--- src/rtl/core/mp2d_pkg.sv ---
`default_nettype none
// ----------------------------------------------------------------------------
// mp2d_pkg
// Shared constants, types and codes of the padded 2-D max pooling core.
// ----------------------------------------------------------------------------
package mp2d_pkg;

	localparam int MAX_COLS    = 256;
	localparam int MAX_WINDOW  = 8;
	localparam int SAMPLE_BITS = 16;
	localparam int ROW_LIMIT   = 256;
	localparam int RESULT_CAP  = 16;

	localparam int COL_BITS    = $clog2(MAX_COLS);
	localparam int WIN_BITS    = $clog2(MAX_WINDOW);
	localparam int ADDR_BITS   = COL_BITS + WIN_BITS;
	localparam int STORE_DEPTH = MAX_WINDOW * MAX_COLS;
	localparam int CNT_BITS    = $clog2(RESULT_CAP);
	localparam int POS_BITS    = 9;
	localparam int OFF_BITS    = 10;
	localparam int QUEUE_DEPTH = 4;
	localparam int QPTR_BITS   = $clog2(QUEUE_DEPTH);

	localparam int CFG_IDX_BITS  = 3;
	localparam int CFG_DATA_BITS = 9;

	typedef enum logic [CFG_IDX_BITS-1:0] {
		REG_WINDOW = 3'd0,
		REG_STEP   = 3'd1,
		REG_BORDER = 3'd2,
		REG_ROWS   = 3'd3,
		REG_COLS   = 3'd4
	} reg_idx_t;

	// Clamped geometry as used by both halves of the datapath.
	typedef struct packed {
		logic [3:0]          k;
		logic [3:0]          s;
		logic [1:0]          b;
		logic [POS_BITS-1:0] rows;
		logic [POS_BITS-1:0] cols;
		logic [OFF_BITS-1:0] lim_r;
		logic [OFF_BITS-1:0] lim_c;
	} geom_t;

	// One classified pixel. off_* is the padded start of the first window.
	typedef struct packed {
		logic signed [SAMPLE_BITS-1:0] pixel;
		logic [POS_BITS-1:0]           row;
		logic [POS_BITS-1:0]           col;
		logic                          has;
		logic [POS_BITS-1:0]           i0;
		logic [OFF_BITS-1:0]           off_r;
		logic                          r_multi;
		logic [POS_BITS-1:0]           j0;
		logic [OFF_BITS-1:0]           off_c;
		logic                          c_multi;
	} job_t;

	typedef enum logic [2:0] {
		B_IDLE,
		B_WIN,
		B_RD,
		B_DRAIN,
		B_OUT
	} back_state_t;

endpackage
`default_nettype wire

--- src/rtl/core/mp2d_fifo.sv ---
`default_nettype none
// ----------------------------------------------------------------------------
// mp2d_fifo
// Short queue of classified pixels between the front and the back.
// ----------------------------------------------------------------------------
module mp2d_fifo import mp2d_pkg::*; (
	input  wire logic clk,
	input  wire logic arst_n,
	input  wire logic push,
	input  job_t      push_data,
	input  wire logic pop,
	output job_t      head,
	output logic      full,
	output logic      empty
);

	job_t                 mem_q [QUEUE_DEPTH];
	logic [QPTR_BITS-1:0] wr_q;
	logic [QPTR_BITS-1:0] rd_q;
	logic [QPTR_BITS:0]   count_q;

	assign full  = (count_q == (QPTR_BITS+1)'(QUEUE_DEPTH));
	assign empty = (count_q == '0);
	assign head  = mem_q[rd_q];

	always_ff @(posedge clk) begin
		if (push) begin
			mem_q[wr_q] <= push_data;
		end
	end

	always_ff @(posedge clk or negedge arst_n) begin
		if (!arst_n) begin
			wr_q    <= '0;
			rd_q    <= '0;
			count_q <= '0;
		end else begin
			if (push) begin
				wr_q <= wr_q + 1'b1;
			end
			if (pop) begin
				rd_q <= rd_q + 1'b1;
			end
			if (push && !pop) begin
				count_q <= count_q + 1'b1;
			end else if (pop && !push) begin
				count_q <= count_q - 1'b1;
			end
		end
	end

endmodule
`default_nettype wire

--- config.mk ---
export PLATFORM = sky130hd
export DESIGN_NAME = mp2d_fifo
export DESIGN_NICKNAME = d
export VERILOG_FILES = /design/src/rtl/core/mp2d_pkg.sv /design/src/rtl/core/mp2d_fifo.sv
export SDC_FILE = /design/constraint.sdc
export NUM_CORES = 1
export LEC_CHECK = 0
export BUFFER_PORTS_ARGS = -buffer_cell sky130_fd_sc_hd__buf_2
export CORE_MARGIN = 2
export CORE_UTILIZATION = 42
export CTS_CLUSTER_DIAMETER = 100
export DETAILED_ROUTE_END_ITERATION = 10
export PLACE_DENSITY = 0.63
export SYNTH_ARGS = -nofsm -noshare
export SYNTH_HDL_FRONTEND = slang
export SYNTH_SLANG_ARGS = --single-unit
--- constraint.sdc ---
create_clock -name clk -period 3.17 [get_ports clk]
set_input_delay 0.317 -clock clk [delete_from_list [all_inputs] [get_ports clk]]
set_output_delay 0.317 -clock clk [all_outputs]
set_load 0.03 [all_outputs]
==> results of run 1 <==
## flip-flops by register name, summed over array words and instances (netlist names)
signal and flops:
count_q 3, mem_q 300, rd_q 2, wr_q 2
## worst max-delay path, stage by stage, from the launching register on
cell and delay, ns:
dfrtp_4 0.86, buf_4 0.40, mux4_2 0.55, buf_2 0.19
## how the worst max path moves through the flow
stage / from / end / slack [ns] / depth (start not counted)
4_1_cts: rd_q[0] / head[22] / 0.25 / 3
6_report: rd_q[0] / head[32] / 0.36 / 3
3_5_place_dp: rd_q[0] / head[22] / 0.79 / 3
5_1_grt: rd_q[0] / head[25] / 0.17 / 3
2_1_floorplan: wr_q[0] / mem_q[2][0] / 0.36 / 3
3_3_place_gp: rd_q[0] / head[6] / 0.80 / 3
## layer usage
metal / vias up / part of all wire / wire [µm] / GRT usage
met5: - / 0 / 0 / 0
met4: 0 / 0.015 / 301 / 0.0348
met3: 27 / 0.064 / 1300 / 0.0433
met2: 155 / 0.50 / 10300 / 0.253
met1: 2589 / 0.42 / 8480 / 0.187
li1: 2205 / - / - / -
## power by group through the flow
stage,combinational (W),clock (W),sequential (W)
2_1_floorplan,0.00344,0,0.00556
3_3_place_gp,0.00436,0,0.00577
3_5_place_dp,0.00439,0,0.00583
4_1_cts,0.00441,0.00384,0.00575
5_1_grt,0.00458,0.00401,0.00581
6_report,0.00430,0.00374,0.00572
## placed cells by master (no fill, tap or decap), types with 5 or more instances in the layout
master	n
buf_12	6
buf_2	155
clkbuf_1	11
clkbuf_16	37
clkinv_1	6
clkinv_2	5
dfrtp_1	5
edfxtp_1	300
ha_1	5
mux4_2	75
## final cells by class
type	instances	area, µm²
fill	2041	12700
sequential	307	9190
multi-input combinational	98	1900
clock buffer	48	967
timing repair buffer	166	936
tap	335	419
clock inverter	14	119
inverter	4	15.0
antenna	2	5.00
## cell families after synthesis
group,after synthesis,synth area share
AOI/OAI and AO/OA,1,0.000445
xor gates and xnor gates,6,0.00467
adders and majority gates,6,0.00734
buffers and inverters,21,0.0154
DFF,307,0.817
muxes,76,0.151
and+or+nand+nor,9,0.00434
## stage by stage
stage                     hold WS, ns   util  cell area [µm²]
after floorplan                0.0214      -            11200
after global placement          0.157  0.475            12500
after detailed placement        0.164  0.475            12500
after CTS                      0.0150  0.517            13500
after global routing           0.0195  0.517            13500
final                          0.0382  0.517            13600
==> results.sh, run 1 <==
export IMPL_cts_htree_levels=2
export IMPL_yosys_warnings=0
export IMPL_synthArstFlopShare=0.0228
export IMPL_r2r_start="wr_q[0]"
export IMPL_dr_total_vias=4976
export IMPL_syn_to_final_growth_pct=20.5
export IMPL_min_path_type="in2reg"
export IMPL_overflow=0
export IMPL_worstSkewPairLatency_ns=0.49
export IMPL_holdBufCountCts=1
export IMPL_crit_fanout=32
export IMPL_whs_path_depth=1
export IMPL_hold_viol=0
export IMPL_yosys_area_top_type="edfxtp_1"
export IMPL_p_leak_nw=4.65
export IMPL_finalWorstSetupSlack_ns=0.360
export IMPL_clock_path_buffers=3
export IMPL_skew_ns=0.00852
export IMPL_grt_usage=0.148
export IMPL_end_kind="primary output"
export IMPL_rsz0062_at_grt="false"
export IMPL_yosysMostFrequentCell="edfxtp_1"
export IMPL_postSynthCellCount=426
export IMPL_cts_tree="yes"
export IMPL_rows=59
export IMPL_tightest_slew_ns=0.664
export IMPL_path_class="reg2out"
export IMPL_grt_max_degree=47
export IMPL_crit_arrival_ns=2.49
export IMPL_fin_tns_setup_ns=0
export IMPL_final_cell_count_no_fill=974
export IMPL_ctsResizeCount=0
export IMPL_ant_nets=0
export IMPL_synth_common_cells="edfxtp_1, mux4_2, dfrtp_1"
export IMPL_synthFlopType="edfxtp_1"
export IMPL_drv_cap=0
export IMPL_place_ws_ns=0.786
export IMPL_hpwlAfterDp_mm=12.2
export IMPL_syn_nets=511
export IMPL_wl_mm=20.4
export IMPL_r2r_end="mem_q[2][53]"
export IMPL_synth_top_area_frac=0.801
export IMPL_yosysSeqAreaShare=0.817
export IMPL_p_clk_frac=0.272
export IMPL_r2r_setup_slack_ns=1.29
export IMPL_syn_area_um2=11200
export IMPL_fp_dieH_um=168
export IMPL_die_w_um=168
export IMPL_maxSlewViolCount=0
export IMPL_ys_seq_elements=307
export IMPL_total_power_w=0.0138
export IMPL_holdPathEnd="mem_q[0][66]"
export IMPL_post_cts_repair_setup_buffers=0
export IMPL_synth_cell_type_count=20
export IMPL_ys_top_cells_by_area="edfxtp_1, mux4_2, dfrtp_1"
export IMPL_outcome="finished, final reports clean"
export IMPL_ir_drop_v=0.000639
export IMPL_p_sw_w=0.00450
export IMPL_fmax_ghz=0.356
export IMPL_cts_sinks=307
export IMPL_grt_first_pass_wirelength_mm=31.5
export IMPL_min_from="push_data[66]"
export IMPL_cts_buffers=34
export IMPL_dieArea_um2=28100
export IMPL_grt_pass1_vias=5562
export IMPL_ios=156
export IMPL_wl_per_cell_um=20.9
export IMPL_antenna_found_initial=2
export IMPL_seqPwrFrac=0.416
export IMPL_cts_root_buf="clkbuf_16"
export IMPL_p_comb_frac=0.313
export IMPL_setup_viol=0
export IMPL_drive_above_1_share=0.458
export IMPL_drt_drc_violations_left=0
export IMPL_p_per_area_nw_per_um2=1010
export IMPL_synth_edf_count=300
export IMPL_slew_headroom=0.557
export IMPL_swShare=0.327
export IMPL_drtIter0Drc=380
export IMPL_routed_via_density=5.11
export IMPL_syn_avg_cell_area_um2=26.4
export IMPL_dp_cells=909
export IMPL_firstDrtPassIters=4
export IMPL_path_clk_slew_ns=0.06
export IMPL_p_int_w=0.00925
export IMPL_cp_required_ns=2.85
export IMPL_fin_nets=696
export IMPL_core_area_um2=26200
export IMPL_gp_congestion=0.657
export IMPL_fin_crit_sh=0.886
export IMPL_io_buffer_count=155
export IMPL_start_kind="flop"
export IMPL_initial_utilization=0.429
export IMPL_min_period_ns=2.81
export IMPL_rr_worst_depth=4
Power figures use the tool's default switching activity.
==> inputs of run 2 (changes only) <==
==> constraint.sdc (replaced) <==
create_clock -name clk -period 3 [get_ports clk]
set_input_delay 0.3 -clock clk [delete_from_list [all_inputs] [get_ports clk]]
set_output_delay 0.3 -clock clk [all_outputs]
set_load 0.03 [all_outputs]
==> run 2 against run 1 <==
Clock skew increased by 0.0050 ns. Sequential power rose by 3%. Worst hold slack better by 0.049 ns. Clock-buffer cell count down 14. Non-clock buffer count grew 74. Largest power group unchanged. Largest cell class unchanged. Setup slack gained 0.12 ns.
==> results.sh, run 2 (same netlist as run 1, synthesis figures left out) <==
export IMPL_final_common_cell="edfxtp_1"
export IMPL_final_cell_count_no_fill=1042
export IMPL_grt_max_degree=47
export IMPL_skew_ns=0.0135
export IMPL_p_sw_w=0.00483
export IMPL_dr_total_vias=5291
export IMPL_rsz0062_at_grt="false"
export IMPL_min_path_type="in2reg"
export IMPL_largest_reg_flops=300
export IMPL_ir_drop_v=0.000445
export IMPL_end_kind="primary output"
export IMPL_core_area_um2=26200
export IMPL_gp_congestion=0.700
export IMPL_reg_top3="mem_q (300), count_q (3)"
export IMPL_drv_cap=0
export IMPL_final_cell_mix="edfxtp_1, buf_2, dlygate4sd3_1"
export IMPL_cts_buffers=31
export IMPL_critPathMaxStageDelay_ns=0.79
export IMPL_hpwlAfterDp_mm=12.1
export IMPL_slew_headroom=0.574
export IMPL_p_comb_frac=0.320
export IMPL_p_per_area_nw_per_um2=1040
export IMPL_firstDrtPassIters=6
export IMPL_crit_arrival_ns=2.22
export IMPL_die_w_um=168
export IMPL_wl_mm=20.9
export IMPL_maxSlewViolCount=0
export IMPL_critical_path_cell_chain="buf_4 > mux4_2 > buf_2"
export IMPL_grt_usage=0.150
export IMPL_tightest_slew_ns=0.639
export IMPL_seqPwrFrac=0.398
export IMPL_regMostFlops="mem_q"
export IMPL_grt_pass1_vias=5890
export IMPL_clock_path_buffers=3
export IMPL_antenna_found_initial=1
export IMPL_dp_cells=907
export IMPL_crit_fanout=33
export IMPL_post_cts_repair_setup_buffers=0
export IMPL_p_leak_nw=4.98
export IMPL_swShare=0.325
export IMPL_min_period_ns=2.52
export IMPL_path_clk_slew_ns=0.06
export IMPL_fmax_ghz=0.396
export IMPL_ctsResizeCount=0
export IMPL_path_class="reg2out"
export IMPL_cts_root_buf="clkbuf_16"
export IMPL_fillCellCount=1964
export IMPL_fin_crit_sh=0.841
export IMPL_cp_required_ns=2.70
export IMPL_cts_htree_levels=1
export IMPL_drt_drc_violations_left=0
export IMPL_overflow=0
export IMPL_ant_nets=0
export IMPL_p_int_w=0.0100
export IMPL_grt_first_pass_wirelength_mm=32.7
export IMPL_drtIter0Drc=407
export IMPL_cts_sinks=307
export IMPL_total_power_w=0.0149
export IMPL_setup_viol=0
export IMPL_rows=59
export IMPL_worstSkewPairLatency_ns=0.55
export IMPL_wl_per_cell_um=20.0
export IMPL_outcome="finished, final reports clean"
export IMPL_dieArea_um2=28100
export IMPL_fp_dieH_um=168
export IMPL_finalWorstSetupSlack_ns=0.478
export IMPL_syn_to_final_growth_pct=27.6
export IMPL_cts_tree="yes"
export IMPL_ios=156
export IMPL_hold_viol=0
export IMPL_place_ws_ns=1.03
export IMPL_slowest_stage="dfrtp_4"
export IMPL_io_buffer_count=155
export IMPL_start_kind="flop"
export IMPL_initial_utilization=0.429
export IMPL_fin_tns_setup_ns=0
export IMPL_drive_above_1_share=0.424
export IMPL_routed_via_density=5.08
export IMPL_fin_nets=767
export IMPL_whs_ns=0.0868
export IMPL_p_clk_frac=0.281
export IMPL_holdBufCountCts=77
## run 2: cell count changes in the layout (fill, tap and decap cells not counted), sizes merged
| cell | delta |
|---|---|
| dlygate4sd3 | +76 |
| clkbuf | -14 |
| bufinv | +6 |
| clkinvlp | +4 |
| buf | -2 |
| clkinv | -2 |
| diode | -1 |
| inv | +1 |
## run 2: layout make-up
cell class	count	area, µm²	share of cell area
clock buffers	34	797	0.0555
inverters	4	15.0	0.00105
repair buffers	240	1690	0.118
well taps	335	419	0.0292
clock inverters	23	335	0.0234
multi-input cells	98	1900	0.132
diodes	1	2.50	0.000174
flip-flops and latches	307	9190	0.640
## run 2: power groups by stage
stage / logic (W) / registers (W) / clock network [W]
2_1_floorplan: 0.00363 / 0.00588 / 0
3_3_place_gp: 0.00472 / 0.00596 / 0
3_5_place_dp: 0.00479 / 0.00602 / 0
4_1_cts: 0.00488 / 0.00594 / 0.00428
5_1_grt: 0.00507 / 0.00600 / 0.00445
6_report: 0.00476 / 0.00592 / 0.00418
## run 2: through the flow
stage          utilization  cell area [µm²]
6_report             0.548            14400
2_1_floorplan            -            11200
3_3_place_gp         0.475            12400
5_1_grt              0.548            14400
3_5_place_dp         0.475            12400
4_1_cts              0.548            14400
## run 2: path summary, 6_finish.rpt
| path | startpoint | to | slack [ns] | cells after the start |
|---|---|---|---|---|
| max | rd_q[1] | head[38] | 0.48 | 3 |
| min | push | wr_q[0] | 0.09 | 2 |
| max reg2reg | wr_q[1] | mem_q[0][33] | 1.08 | 4 |
| min reg2reg | count_q[2] | count_q[2] | 0.52 | 1 |
| max in group asynchronous | arst_n | rd_q[0] | 2.69 | 2 |
| min in group asynchronous | arst_n | count_q[0] | 0.11 | 2 |
## run 2: worst max-delay path, delay by kind of cell (launching register included)
family                 cells  cell delay [ns]
buffers and inverters      2             0.53
DFF                        1             0.79
muxes                      1             0.34
## run 2: routing by layer
layer  GRT usage  vias to the layer above  share of wire  wire length (µm)
met5           0                        -              0                 0
met1       0.196                     2743           0.42              8750
met3      0.0317                       39          0.060              1260
met2       0.259                      164           0.50             10500
met4      0.0412                        0          0.020               425
li1            -                     2345              -                 -
