File: config.mk
export PLATFORM = sky130hd
export DESIGN_NAME = mp2d_front
export DESIGN_NICKNAME = d
export VERILOG_FILES = /design/src/rtl/core/mp2d_pkg.sv /design/src/rtl/core/mp2d_front.sv
export SDC_FILE = /design/constraint.sdc
export NUM_CORES = 1
export LEC_CHECK = 0
export BUFFER_PORTS_ARGS = -buffer_cell sky130_fd_sc_hd__buf_2
export CORE_MARGIN = 1
export CORE_UTILIZATION = 36
export DETAILED_ROUTE_END_ITERATION = 16
export PLACE_DENSITY = 0.61
export SLEW_MARGIN = 20
export SYNTH_ARGS = -nofsm -noshare
export SYNTH_HDL_FRONTEND = slang
export SYNTH_SLANG_ARGS = --single-unit
File: constraint.sdc
create_clock -name clk -period 10.2 [get_ports clk]
set_clock_uncertainty 0.2 [all_clocks]
set_input_delay 1.53 -clock clk [delete_from_list [all_inputs] [get_ports clk]]
set_output_delay 1.53 -clock clk [all_outputs]
set_load 0.02 [all_outputs]
File: src/rtl/core/mp2d_pkg.sv
`default_nettype none
// ----------------------------------------------------------------------------
// mp2d_pkg
// Shared constants, types and codes of the padded 2-D max pooling core.
// ----------------------------------------------------------------------------
package mp2d_pkg;

	localparam int MAX_COLS    = 256;
	localparam int MAX_WINDOW  = 8;
	localparam int SAMPLE_BITS = 16;
	localparam int ROW_LIMIT   = 256;
	localparam int RESULT_CAP  = 16;

	localparam int COL_BITS    = $clog2(MAX_COLS);
	localparam int WIN_BITS    = $clog2(MAX_WINDOW);
	localparam int ADDR_BITS   = COL_BITS + WIN_BITS;
	localparam int STORE_DEPTH = MAX_WINDOW * MAX_COLS;
	localparam int CNT_BITS    = $clog2(RESULT_CAP);
	localparam int POS_BITS    = 9;
	localparam int OFF_BITS    = 10;
	localparam int QUEUE_DEPTH = 4;
	localparam int QPTR_BITS   = $clog2(QUEUE_DEPTH);

	localparam int CFG_IDX_BITS  = 3;
	localparam int CFG_DATA_BITS = 9;

	typedef enum logic [CFG_IDX_BITS-1:0] {
		REG_WINDOW = 3'd0,
		REG_STEP   = 3'd1,
		REG_BORDER = 3'd2,
		REG_ROWS   = 3'd3,
		REG_COLS   = 3'd4
	} reg_idx_t;

	// Clamped geometry as used by both halves of the datapath.
	typedef struct packed {
		logic [3:0]          k;
		logic [3:0]          s;
		logic [1:0]          b;
		logic [POS_BITS-1:0] rows;
		logic [POS_BITS-1:0] cols;
		logic [OFF_BITS-1:0] lim_r;
		logic [OFF_BITS-1:0] lim_c;
	} geom_t;

	// One classified pixel. off_* is the padded start of the first window.
	typedef struct packed {
		logic signed [SAMPLE_BITS-1:0] pixel;
		logic [POS_BITS-1:0]           row;
		logic [POS_BITS-1:0]           col;
		logic                          has;
		logic [POS_BITS-1:0]           i0;
		logic [OFF_BITS-1:0]           off_r;
		logic                          r_multi;
		logic [POS_BITS-1:0]           j0;
		logic [OFF_BITS-1:0]           off_c;
		logic                          c_multi;
	} job_t;

	typedef enum logic [2:0] {
		B_IDLE,
		B_WIN,
		B_RD,
		B_DRAIN,
		B_OUT
	} back_state_t;

endpackage
`default_nettype wire

File: src/rtl/core/mp2d_front.sv
`default_nettype none
// ----------------------------------------------------------------------------
// mp2d_front
// Tracks the raster position and finds which windows end at each pixel.
// ----------------------------------------------------------------------------
module mp2d_front import mp2d_pkg::*; (
	input  wire logic                          clk,
	input  wire logic                          arst_n,
	input  geom_t                              geom,
	input  wire logic                          restart,
	input  wire logic                          in_valid,
	output logic                               in_ready,
	input  wire logic signed [SAMPLE_BITS-1:0] pixel_value,
	input  wire logic                          q_full,
	output logic                               push,
	output job_t                               job
);

	logic [POS_BITS-1:0] r_q, c_q, i_q, j_q;
	logic [OFF_BITS-1:0] off_r_q, off_c_q;
	logic [OFF_BITS-1:0] pe_r, pe_c, real_r, real_c;
	logic                r_last, c_last, row_has, col_has, end_r, end_c;

	assign in_ready = !q_full;
	assign push     = in_valid && in_ready;

	// Padded end and real (unpadded) end of the next window in each dimension.
	assign pe_r   = off_r_q + OFF_BITS'(geom.k) - OFF_BITS'(1);
	assign pe_c   = off_c_q + OFF_BITS'(geom.k) - OFF_BITS'(1);
	assign real_r = pe_r - OFF_BITS'(geom.b);
	assign real_c = pe_c - OFF_BITS'(geom.b);
	assign r_last = (r_q == geom.rows - POS_BITS'(1));
	assign c_last = (c_q == geom.cols - POS_BITS'(1));
	assign end_r  = (real_r == OFF_BITS'(r_q));
	assign end_c  = (real_c == OFF_BITS'(c_q));

	// On the last row or column every remaining window ends here.
	assign row_has = (pe_r <= geom.lim_r) && (end_r || r_last);
	assign col_has = (pe_c <= geom.lim_c) && (end_c || c_last);

	always_comb begin
		job.pixel   = pixel_value;
		job.row     = r_q;
		job.col     = c_q;
		job.has     = row_has && col_has;
		job.i0      = i_q;
		job.off_r   = off_r_q;
		job.r_multi = r_last;
		job.j0      = j_q;
		job.off_c   = off_c_q;
		job.c_multi = c_last;
	end

	always_ff @(posedge clk or negedge arst_n) begin
		if (!arst_n) begin
			r_q     <= '0;
			c_q     <= '0;
			i_q     <= '0;
			j_q     <= '0;
			off_r_q <= '0;
			off_c_q <= '0;
		end else if (restart) begin
			r_q     <= '0;
			c_q     <= '0;
			i_q     <= '0;
			j_q     <= '0;
			off_r_q <= '0;
			off_c_q <= '0;
		end else if (push) begin
			if (c_last) begin
				c_q     <= '0;
				j_q     <= '0;
				off_c_q <= '0;
				if (r_last) begin
					r_q     <= '0;
					i_q     <= '0;
					off_r_q <= '0;
				end else begin
					r_q <= r_q + POS_BITS'(1);
					if (end_r) begin
						i_q     <= i_q + POS_BITS'(1);
						off_r_q <= off_r_q + OFF_BITS'(geom.s);
					end
				end
			end else begin
				c_q <= c_q + POS_BITS'(1);
				if (end_c) begin
					j_q     <= j_q + POS_BITS'(1);
					off_c_q <= off_c_q + OFF_BITS'(geom.s);
				end
			end
		end
	end

endmodule
`default_nettype wire

==> metrics, run 1 <==
Async S/R FF share, synth 100.0%; # IOs 146; Area growth syn-to-layout 13.08%; Core Footprint 16520 um^2; PD cells 96.50 nW/um^2; worst hold path type flip-flop to flip-flop; antenna violations before repair 0; CTS sink count 56; flop2flop setup slack 5.41 ns; final hold vios 0; largest fanout on the critical path 3; Port Buf Inserts 113; Final TNS setup 0 ns; synth top area cells dfrtp_1 23%, ha_1 14%, xnor2_1 6.9%, inv_1 5.2%, xor2_1 4.6%; Post-CTS Setup Repair Bufs 0; post-route cell area 6878 um^2; number of global-route vias before repair 5107; Non-Filler Instances 1025; Initial Util 36.81%; Min-Delay Path Depth 2; arrival time at the worst endpoint 5.61 ns; Hold Buf Count CTS 0; Final Core Density 41.62%; GRT Total Usage 18.29%; register area share after synthesis 23.04%; Post-route DRC 0; fin crit share 71.94%; CTS tree done; setup violators final 0; Placed Area 6693 um^2; Iter 0 DRT Violations 173; Synth Area in Compound Gates 19.87%; CTS HTree Levels 2; via/cell ratio 5.103; Max-Cap Viols 0; root cell of the clock tree clkbuf_16; synth warn 0; layout cells sized above 1 18.39%; post-cts resize count 0; row cnt 47; Synth Instances 724; worst skew pair latency 0.30 ns; HP Start j_q[1]; number of diodes 0; share of the synthesized area in the top cell type 23.04%; placed insts 1018; Pins Over Slew Limit 0; DIE WIDTH 132.0 um; most common cell in the netlist inv_1; clk slew on worst S/H paths 0.07 ns; worst vdd ir 0.00006593 V; crit path launch type input pin; number of synthesized register bits 56; FF-to-FF End j_q[8]; Static Leak 3.412 nW; antenna viol nets, final 0; count of unique library cells instantiated by Yosys 74; Period minus WS final 7.337 ns; EDFF count, synth 0; WS Path Type input pin to primary output; Main synth FF type dfrtp_1; largest area contributor in the netlist dfrtp_1; Crit. End Element primary output; Synth Area in Adders 16.38%; top cells by count, synth 84 x inv_1, 70 x ha_1, 56 x dfrtp_1, 48 x xnor2_1, 45 x nor2_1; WP data required 8.47 ns; mux cell area share after synthesis 0.6583%; Vias 5231; 1st-pass router iterations 4; Worst Hold Path EP j_q[1]; Tightest Pin Transition 0.8480 ns; status completed; post-DP HPWL 12310 um; DRT Wirelength 15610 um; Die Ht 132.0 um; reg2reg path depth 14; RSZ-0062 raised after global routing no; Synth Area in Simple Gates 18.58%; r2r startpoint off_c_q[1]; CTS max path bufs 2; Mean Syn Cell Area 8.401 um^2; gr ovfl total 0; nets@finish 950; Syn Nets 869; DR WL/cell 15.23 um; first-pass GRT wire length 25860 um; worst relative slew slack 42.00%; XOR/XNOR Fraction of Synth Area 12.32%; Final Wtd Congestion 0.8508; FMAX 136.3 MHz; largest family of logic cells by synthesized area compound AO/OA/AOI/OAI gates; CTS Buf Count 5; total die area 17420 um^2; largest net degree at the start of global routing 57; Netlist Area Pre-Place 6082 um^2
==> critical path, stage by stage <==
cell and delay [ns]:
buf_2 0.11, inv_1 0.06, ha_1 0.27, inv_1 0.04, ha_1 0.23, fa_1 0.40
a21o_2 0.25, a221oi_2 0.29, o21bai_1 0.09, a21oi_1 0.18, xnor2_1 0.20, ha_1 0.31
nand4_1 0.14, nor3_1 0.08, a2111oi_0 0.77, a31oi_1 0.08, a2111oi_0 0.34, buf_2 0.25
==> per-layer routing <==
metal	GRT usage, %	vias up	share of wire (%)
li1	-	2704	-
met1	24.43	2414	48
met2	31.25	101	47
met3	2.461	12	3.6
met4	4.134	0	1.1
met5	0	-	0
==> power by group <==
part           total (mW)  switching, mW  internal (mW)
Sequential          0.238         0.0117          0.226
Combinational       0.199          0.116         0.0828
Clock               0.227         0.0876          0.140
Total               0.664          0.215          0.449
==> cells by family after synthesis <==
logic type                 Yosys count
adders and majority gates           76
xor gates and xnor gates            83
buffers and inverters              125
DFF                                 56
and+or+nand+nor                    206
AOI/OAI and AO/OA                  174
muxes                                4
==> worst max path at each step <==
| stage | to | slack, ns | cells after the start | startpoint |
|---|---|---|---|---|
| after floorplan | job[40] | 2.91 | 14 | geom[45] |
| after global placement | job[40] | 2.95 | 16 | geom[45] |
| after detailed placement | job[40] | 2.89 | 16 | geom[45] |
| after CTS | job[40] | 2.86 | 16 | geom[45] |
| after global routing | job[40] | 2.47 | 19 | geom[45] |
| final | job[40] | 2.86 | 18 | geom[45] |
==> metrics by stage <==
stage	hold slack (ns)	total power, mW	setup WS (ns)
floorplan	0.4319	0.3939	2.909
global placement	0.3297	0.4382	2.945
detailed placement	0.3401	0.4404	2.886
CTS	0.3574	0.6702	2.865
global route	0.3743	0.7066	2.465
finish	0.3487	0.6637	2.863
==> flip-flops by register name, indices dropped and copies added (netlist names) <==
name     cells
c_q          9
i_q          9
off_r_q     10
j_q          9
r_q          9
off_c_q     10
==> area by class of cell <==
cell class              instances  area, um^2
fillers                      1734        9647
multi-input cells             543        4124
flip-flops and latches         56        1401
repair buffers                114       573.1
inverters                      85       319.1
well taps                     220       275.3
clock buffers                   5       125.1
clock inverters                 2       60.06
==> cells in the final DEF (no fill, tap or decap), types with 3 or more instances in the layout <==
cell,Yosys,routed
buf_2,4,113
inv_1,84,84
ha_1,70,70
dfrtp_1,56,56
xnor2_1,48,48
nor2_1,45,45
a21oi_1,37,37
nand2_1,37,37
o21ai_0,36,36
xor2_1,32,32
a21o_1,21,21
or3_1,16,16
nor3_1,16,16
nand3_1,15,15
nand4_1,14,14
and3_1,13,13
o2111ai_1,9,9
o31ai_1,9,9
nand2b_1,8,8
a22o_1,8,8
and2_1,8,8
nor4_1,6,6
fa_1,6,6
or4_1,5,5
clkbuf_16,0,5
o211ai_1,4,4
nor2b_1,4,4
mux2i_1,4,4
a31oi_1,4,4
o21ai_1,4,4
a2111oi_0,4,4
a211oi_1,3,3
nor3b_1,3,3
o21a_1,3,3
o21bai_1,3,3
(Power assumes the default switching activity.)
==> run 2, diff against run 1 <==
==> constraint.sdc (replaced) <==
create_clock -name clk -period 7.5 [get_ports clk]
set_clock_uncertainty 0.2 [all_clocks]
set_input_delay 1.125 -clock clk [delete_from_list [all_inputs] [get_ports clk]]
set_output_delay 1.125 -clock clk [all_outputs]
set_load 0.02 [all_outputs]
==> run 2 against run 1 <==
  * Global-route usage grew 0.16 points
  * Count of clock-buffer cells in the layout grew 1
  * Die area is the same
  * Sequential cell count is the same
  * Routed wire length shrank 0.40%
  * Register-to-register slack lost 2.7 ns
  * Hold slack lost 0.0033 ns
  * Worst setup slack lost 2.0 ns
  * Total power grew 27%
  * Core utilization shrank 0.24 points
  * Final cell count is essentially flat
  * Non-clock buffer count is the same
  * Critical endpoint unchanged
==> metrics, run 2 (synthesized netlist as in run 1, its figures left out) <==
WP data required 6.17 ns (-2.30 ns); Non-Filler Instances 1026 (+0.098%); fin crit share 88.34%; row cnt 47 (unchanged); gr ovfl total 0 (unchanged); number of diodes 0 (unchanged); worst relative slew slack 39.13% (-2.9 points); Core Footprint 16520 um^2 (unchanged); commonest cells after routing, fill and taps aside 113 x buf_2, 84 x inv_1, 70 x ha_1, 56 x dfrtp_1, 48 x xnor2_1; cell family with most CP delay compound AO/OA/AOI/OAI gates; WS Path Type input pin to primary output; first-pass GRT wire length 25890 um (+0.10%); total power 0.8428 mW (+27%); NetSw 0.2972 mW (+38%); clk slew on worst S/H paths 0.08 ns (about the same); Post-CTS Setup Repair Bufs 0 (unchanged); clock share of power 29.6% (-4.7 points); CP bufs+invs 4 (unchanged); most used cell, CP ha_1; Post-route DRC 0 (unchanged); largest fanout on the critical path 3 (unchanged); commonest non-fill, non-tap cell in the layout buf_2; Period minus WS final 6.626 ns; Pins Over Slew Limit 0 (unchanged); Static Leak 3.389 nW (-0.67%); post-cts resize count 0 (unchanged); Comb pwr share 32.1% (+2.2 points); sequential share of power 38.4% (+2.6 points); worst vdd ir 0.00009220 V (+40%); CTS max path bufs 2 (unchanged); total die area 17420 um^2 (unchanged); Initial Util 36.81% (unchanged); setup violators final 0 (unchanged); Area growth syn-to-layout 12.43%; Port Buf Inserts 113 (unchanged); Iter 0 DRT Violations 218 (+26%); filler cell count 1750 (+0.92%); GRT Total Usage 18.45% (+0.16 points); P_int 0.5455 mW (+22%); layout cells sized above 1 18.36% (-0.023 points); biggest regs off_c_q (10), off_r_q (10); Max-Cap Viols 0 (unchanged); antenna viol nets, final 0 (unchanged); post-DP HPWL 12280 um (-0.25%); Crit. End Element primary output; placed insts 1018 (unchanged); CTS sink count 56 (unchanged); Vias 5291 (+1.1%); root cell of the clock tree clkbuf_16; nets@finish 950 (unchanged); CTS Buf Count 5 (unchanged); sw frac 35.27% (+2.9 points); via/cell ratio 5.157 (+1.0%); worst skew pair latency 0.31 ns (about the same); Final TNS setup 0 ns (unchanged); worst hold path type flip-flop to flip-flop; PD cells 123.2 nW/um^2 (+28%); largest net degree at the start of global routing 57 (unchanged); crit path launch type input pin; CTS HTree Levels 2 (unchanged); Final Wtd Congestion 0.8507 (about the same); status completed; number of global-route vias before repair 5082 (-0.49%); CTS tree done; Hold Buf Count CTS 0 (unchanged); slowest CP cell a2111oi_0; antenna violations before repair 0 (unchanged); final hold vios 0 (unchanged); crit-path max cell delay 0.61 ns (-0.16 ns); Tightest Pin Transition 0.9097 ns (+0.06163 ns); # IOs 146 (unchanged); DIE WIDTH 132.0 um (unchanged); arrival time at the worst endpoint 5.30 ns (-0.31 ns); DR WL/cell 15.16 um (-0.50%); CP cell instances buf_2 -> inv_1 -> ha_1 -> inv_1 -> ha_1 -> fa_1 -> a211oi_1 -> nor3b_1 -> o21a_1 -> nor4_1 -> a21oi_1 -> xnor2_1 -> ha_1 -> nand4_1 -> nor3_1 -> a2111oi_0 -> a31oi_1 -> a2111oi_0 -> buf_2; FMAX 150.9 MHz; Die Ht 132.0 um (unchanged); RSZ-0062 raised after global routing no; DRT Wirelength 15550 um (-0.40%); 1st-pass router iterations 5 (+1)
-- run 2: final cells by class --
class	instances	area (um^2)	area share [%]
clock inverters	2	16.27	0.2379
flip-flops and latches	56	1401	20.49
multi-input cells	543	4124	60.31
inverters	85	319.1	4.666
repair buffers	114	573.1	8.381
well taps	220	275.3	4.026
clock buffers	6	128.9	1.885
-- run 2: final timing paths --
check                      slack (ns)  cells after the start      end       start
hold reg to reg                  0.35                      1   i_q[1]      i_q[1]
setup / recovery                 0.87                     19  job[40]    geom[45]
max in group asynchronous        5.83                      2   c_q[7]      arst_n
hold / removal                   0.35                      1   i_q[1]      i_q[1]
setup reg to reg                 2.75                     14   j_q[8]  off_c_q[1]
min in group asynchronous        0.77                      2   i_q[0]      arst_n
-- run 2: worst reg2reg max path: cells and delay by family, from the launching register on --
family,cells,cell delay (ns)
AOI/OAI and AO/OA,4,1.39
and+or+nand+nor,3,1.27
adders and majority gates,3,0.90
DFF,1,0.44
xor gates and xnor gates,2,0.34
buffers and inverters,2,0.12
-- run 2: metal layers --
| metal | vias up | share of wire [%] | GRT usage [%] |
|---|---|---|---|
| li1 | 2695 | - | - |
| met1 | 2468 | 48 | 24.35 |
| met2 | 114 | 47 | 31.25 |
| met3 | 14 | 3.6 | 2.614 |
| met4 | 0 | 1.4 | 5.297 |
| met5 | - | 0 | 0 |
-- run 2: power by group through the flow --
stage          Combinational [mW]  Sequential [mW]  Clock [mW]
6_report                    0.270            0.323       0.249
5_1_grt                     0.304            0.325       0.268
4_1_cts                     0.271            0.324       0.259
3_5_place_dp                0.270            0.330           0
3_3_place_gp                0.266            0.330           0
2_1_floorplan               0.208            0.327           0
-- run 2: through the flow --
| stage | hold WS, ns | utilization (%) | worst slack (ns) | cell area (um^2) |
|---|---|---|---|---|
| 5_1_grt | 0.3677 | 41.38 | 0.4238 | 6838 |
| 3_3_place_gp | 0.3293 | 40.50 | 1.056 | 6693 |
| 2_1_floorplan | 0.4319 | - | 1.019 | 6082 |
| 4_1_cts | 0.3549 | 41.38 | 0.9057 | 6838 |
| 6_report | 0.3454 | 41.38 | 0.8744 | 6838 |
| 3_5_place_dp | 0.3368 | 40.50 | 0.9205 | 6693 |
==> run 3, diff against run 2 <==
--- a/config.mk
+++ b/config.mk
@@ -6,7 +6,6 @@
 export NUM_CORES = 1
 export LEC_CHECK = 0
 export BUFFER_PORTS_ARGS = -buffer_cell sky130_fd_sc_hd__buf_2
-export CORE_MARGIN = 1
 export CORE_UTILIZATION = 36
 export DETAILED_ROUTE_END_ITERATION = 16
 export PLACE_DENSITY = 0.61
==> constraint.sdc (replaced) <==
create_clock -name clk -period 7.8 [get_ports clk]
set_clock_uncertainty 0.2 [all_clocks]
set_input_delay 1.17 -clock clk [delete_from_list [all_inputs] [get_ports clk]]
set_output_delay 1.17 -clock clk [all_outputs]
set_load 0.02 [all_outputs]
==> run 3 against run 2 <==
  * Register-to-register slack improved by 0.32 ns
  * Hold slack improved by 0.0040 ns
  * Combinational power fell by 4%
  * Total power fell by 4.3%
  * Non-clock buffer count did not move
  * First-iteration DRC count fell by 18%
  * Clock power fell by 5%
  * Sequential share of layout area did not move
  * Critical endpoint unchanged
==> metrics, run 3 (synthesized netlist as in run 1, its figures left out) <==
FMAX 152.0 MHz; Post-route DRC 0 (unchanged); DR WL/cell 14.94 um (-1.4%); worst skew pair latency 0.30 ns (about the same); arrival time at the worst endpoint 5.21 ns (-0.09 ns); final hold vios 0 (unchanged); commonest non-fill, non-tap cell in the layout buf_2; crit-path max cell delay 0.61 ns (about the same); worst vdd ir 0.00008826 V (-4.3%); number of global-route vias before repair 5003 (-1.6%); post-DP HPWL 12230 um (-0.40%); # IOs 146 (unchanged); largest fanout on the critical path 3 (unchanged); Hold Buf Count CTS 0 (unchanged); biggest regs off_c_q (10), off_r_q (10); CTS HTree Levels 2 (unchanged); Crit. End Element primary output; Iter 0 DRT Violations 179 (-18%); CP cell instances buf_2 -> inv_1 -> ha_1 -> inv_1 -> ha_1 -> fa_1 -> a211oi_1 -> nor3b_1 -> o21a_1 -> nor4_1 -> a21oi_1 -> xnor2_1 -> ha_1 -> nand4_1 -> nor3_1 -> a2111oi_0 -> a31oi_1 -> a2111oi_0 -> buf_2; HP Start i_q[1]; sw frac 34.93% (-0.33 points); via/cell ratio 5.076 (-1.6%); post-cts resize count 0 (unchanged); P_int 0.5246 mW (-3.8%); Max-Cap Viols 0 (unchanged); Final TNS setup 0 ns (unchanged); fin crit share 84.35%; Core Footprint 16520 um^2 (unchanged); 1st-pass router iterations 4 (-1); commonest cells after routing, fill and taps aside 113 x buf_2, 84 x inv_1, 70 x ha_1, 56 x dfrtp_1, 48 x xnor2_1; CTS max path bufs 2 (unchanged); worst hold path type flip-flop to flip-flop; total power 0.8062 mW (-4.3%); first-pass GRT wire length 25270 um (-2.4%); Post-CTS Setup Repair Bufs 0 (unchanged); Worst Hold Path EP i_q[1]; setup violators final 0 (unchanged); crit path launch type input pin; Die Ht 132.0 um (unchanged); Port Buf Inserts 113 (unchanged); number of diodes 0 (unchanged); clock share of power 29.4% (-0.2 points); GRT Total Usage 17.93% (-0.52 points); worst relative slew slack 43.56% (+4.4 points); Initial Util 36.81% (unchanged); Vias 5208 (-1.6%); WP data required 6.43 ns (+0.26 ns); largest net degree at the start of global routing 57 (unchanged); Comb pwr share 32.0% (about the same); total die area 17420 um^2 (unchanged); Tightest Pin Transition 0.8435 ns (-0.06616 ns); Placed Area 6693 um^2 (unchanged); antenna viol nets, final 0 (unchanged); Area growth syn-to-layout 12.43% (unchanged); CTS sink count 56 (unchanged); gr ovfl total 0 (unchanged); reg2reg path depth 14 (unchanged); row cnt 47 (unchanged); FF-to-FF End j_q[8]; most used cell, CP ha_1; post-route cell area 6838 um^2 (unchanged); Pins Over Slew Limit 0 (unchanged); nets@finish 950 (unchanged); filler cell count 1720 (-1.7%); root cell of the clock tree clkbuf_16; Min-Delay Path Depth 1 (unchanged); CTS tree done; NetSw 0.2817 mW (-5.2%); Final Wtd Congestion 0.8495 (-0.14%); RSZ-0062 raised after global routing no; status completed; layout cells sized above 1 18.36% (unchanged); DIE WIDTH 132.0 um (unchanged); Static Leak 3.389 nW (unchanged); flop2flop setup slack 3.07 ns (+0.32 ns); antenna violations before repair 0 (unchanged); r2r startpoint off_c_q[1]; DRT Wirelength 15330 um (-1.4%); CP bufs+invs 4 (unchanged); clk slew on worst S/H paths 0.08 ns (about the same); slowest CP cell a2111oi_0; CTS Buf Count 5 (unchanged); Final Core Density 41.38% (unchanged); sequential share of power 38.6% (+0.2 points); cell family with most CP delay compound AO/OA/AOI/OAI gates; WS Path Type input pin to primary output; Period minus WS final 6.579 ns; PD cells 117.9 nW/um^2 (-4.3%)
[run 3: stage by stage]
step | std cells | hold slack [ns] | setup slack (ns)
floorplan | 724 | 0.4319 | 1.229
global placement | 1018 | 0.3295 | 1.264
detailed placement | 1018 | 0.3389 | 1.205
CTS | 1026 | 0.3575 | 1.183
global route | 1026 | 0.3721 | 0.8505
finish | 1026 | 0.3494 | 1.221
[run 3: routing by layer]
metal / track usage (%) / vias up / routed length [um]
met3: 2.345 / 9 / 586
met1: 23.73 / 2406 / 7386
met2: 30.72 / 93 / 7182
met4: 4.522 / 0 / 173
met5: 0 / - / 0
li1: - / 2700 / -
[run 3: final cells by class]
type                            count  area [um^2]  share of cell area [%]
Clock buffer                        6        128.9                   1.885
Clock inverter                      2        16.27                  0.2379
Inverter                           85        319.1                   4.666
Multi-Input combinational cell    543         4124                   60.31
Sequential cell                    56         1401                   20.49
Tap cell                          220        275.3                   4.026
Timing Repair Buffer              114        573.1                   8.381
[run 3: worst max-delay path by stage]
stage | end | startpoint | cells after the start
finish | job[40] | geom[45] | 19
global route | job[40] | geom[45] | 19
CTS | job[40] | geom[45] | 18
detailed placement | job[40] | geom[45] | 19
global placement | job[40] | geom[45] | 16
floorplan | job[40] | geom[45] | 14
[run 3: power by group through the flow]
stage                     sequential, mW  combinational, mW  clock, mW
final                              0.311              0.258      0.237
after global routing               0.313              0.292      0.258
after CTS                          0.311              0.260      0.246
after detailed placement           0.317              0.259          0
after global placement             0.317              0.256          0
after floorplan                    0.315              0.200          0
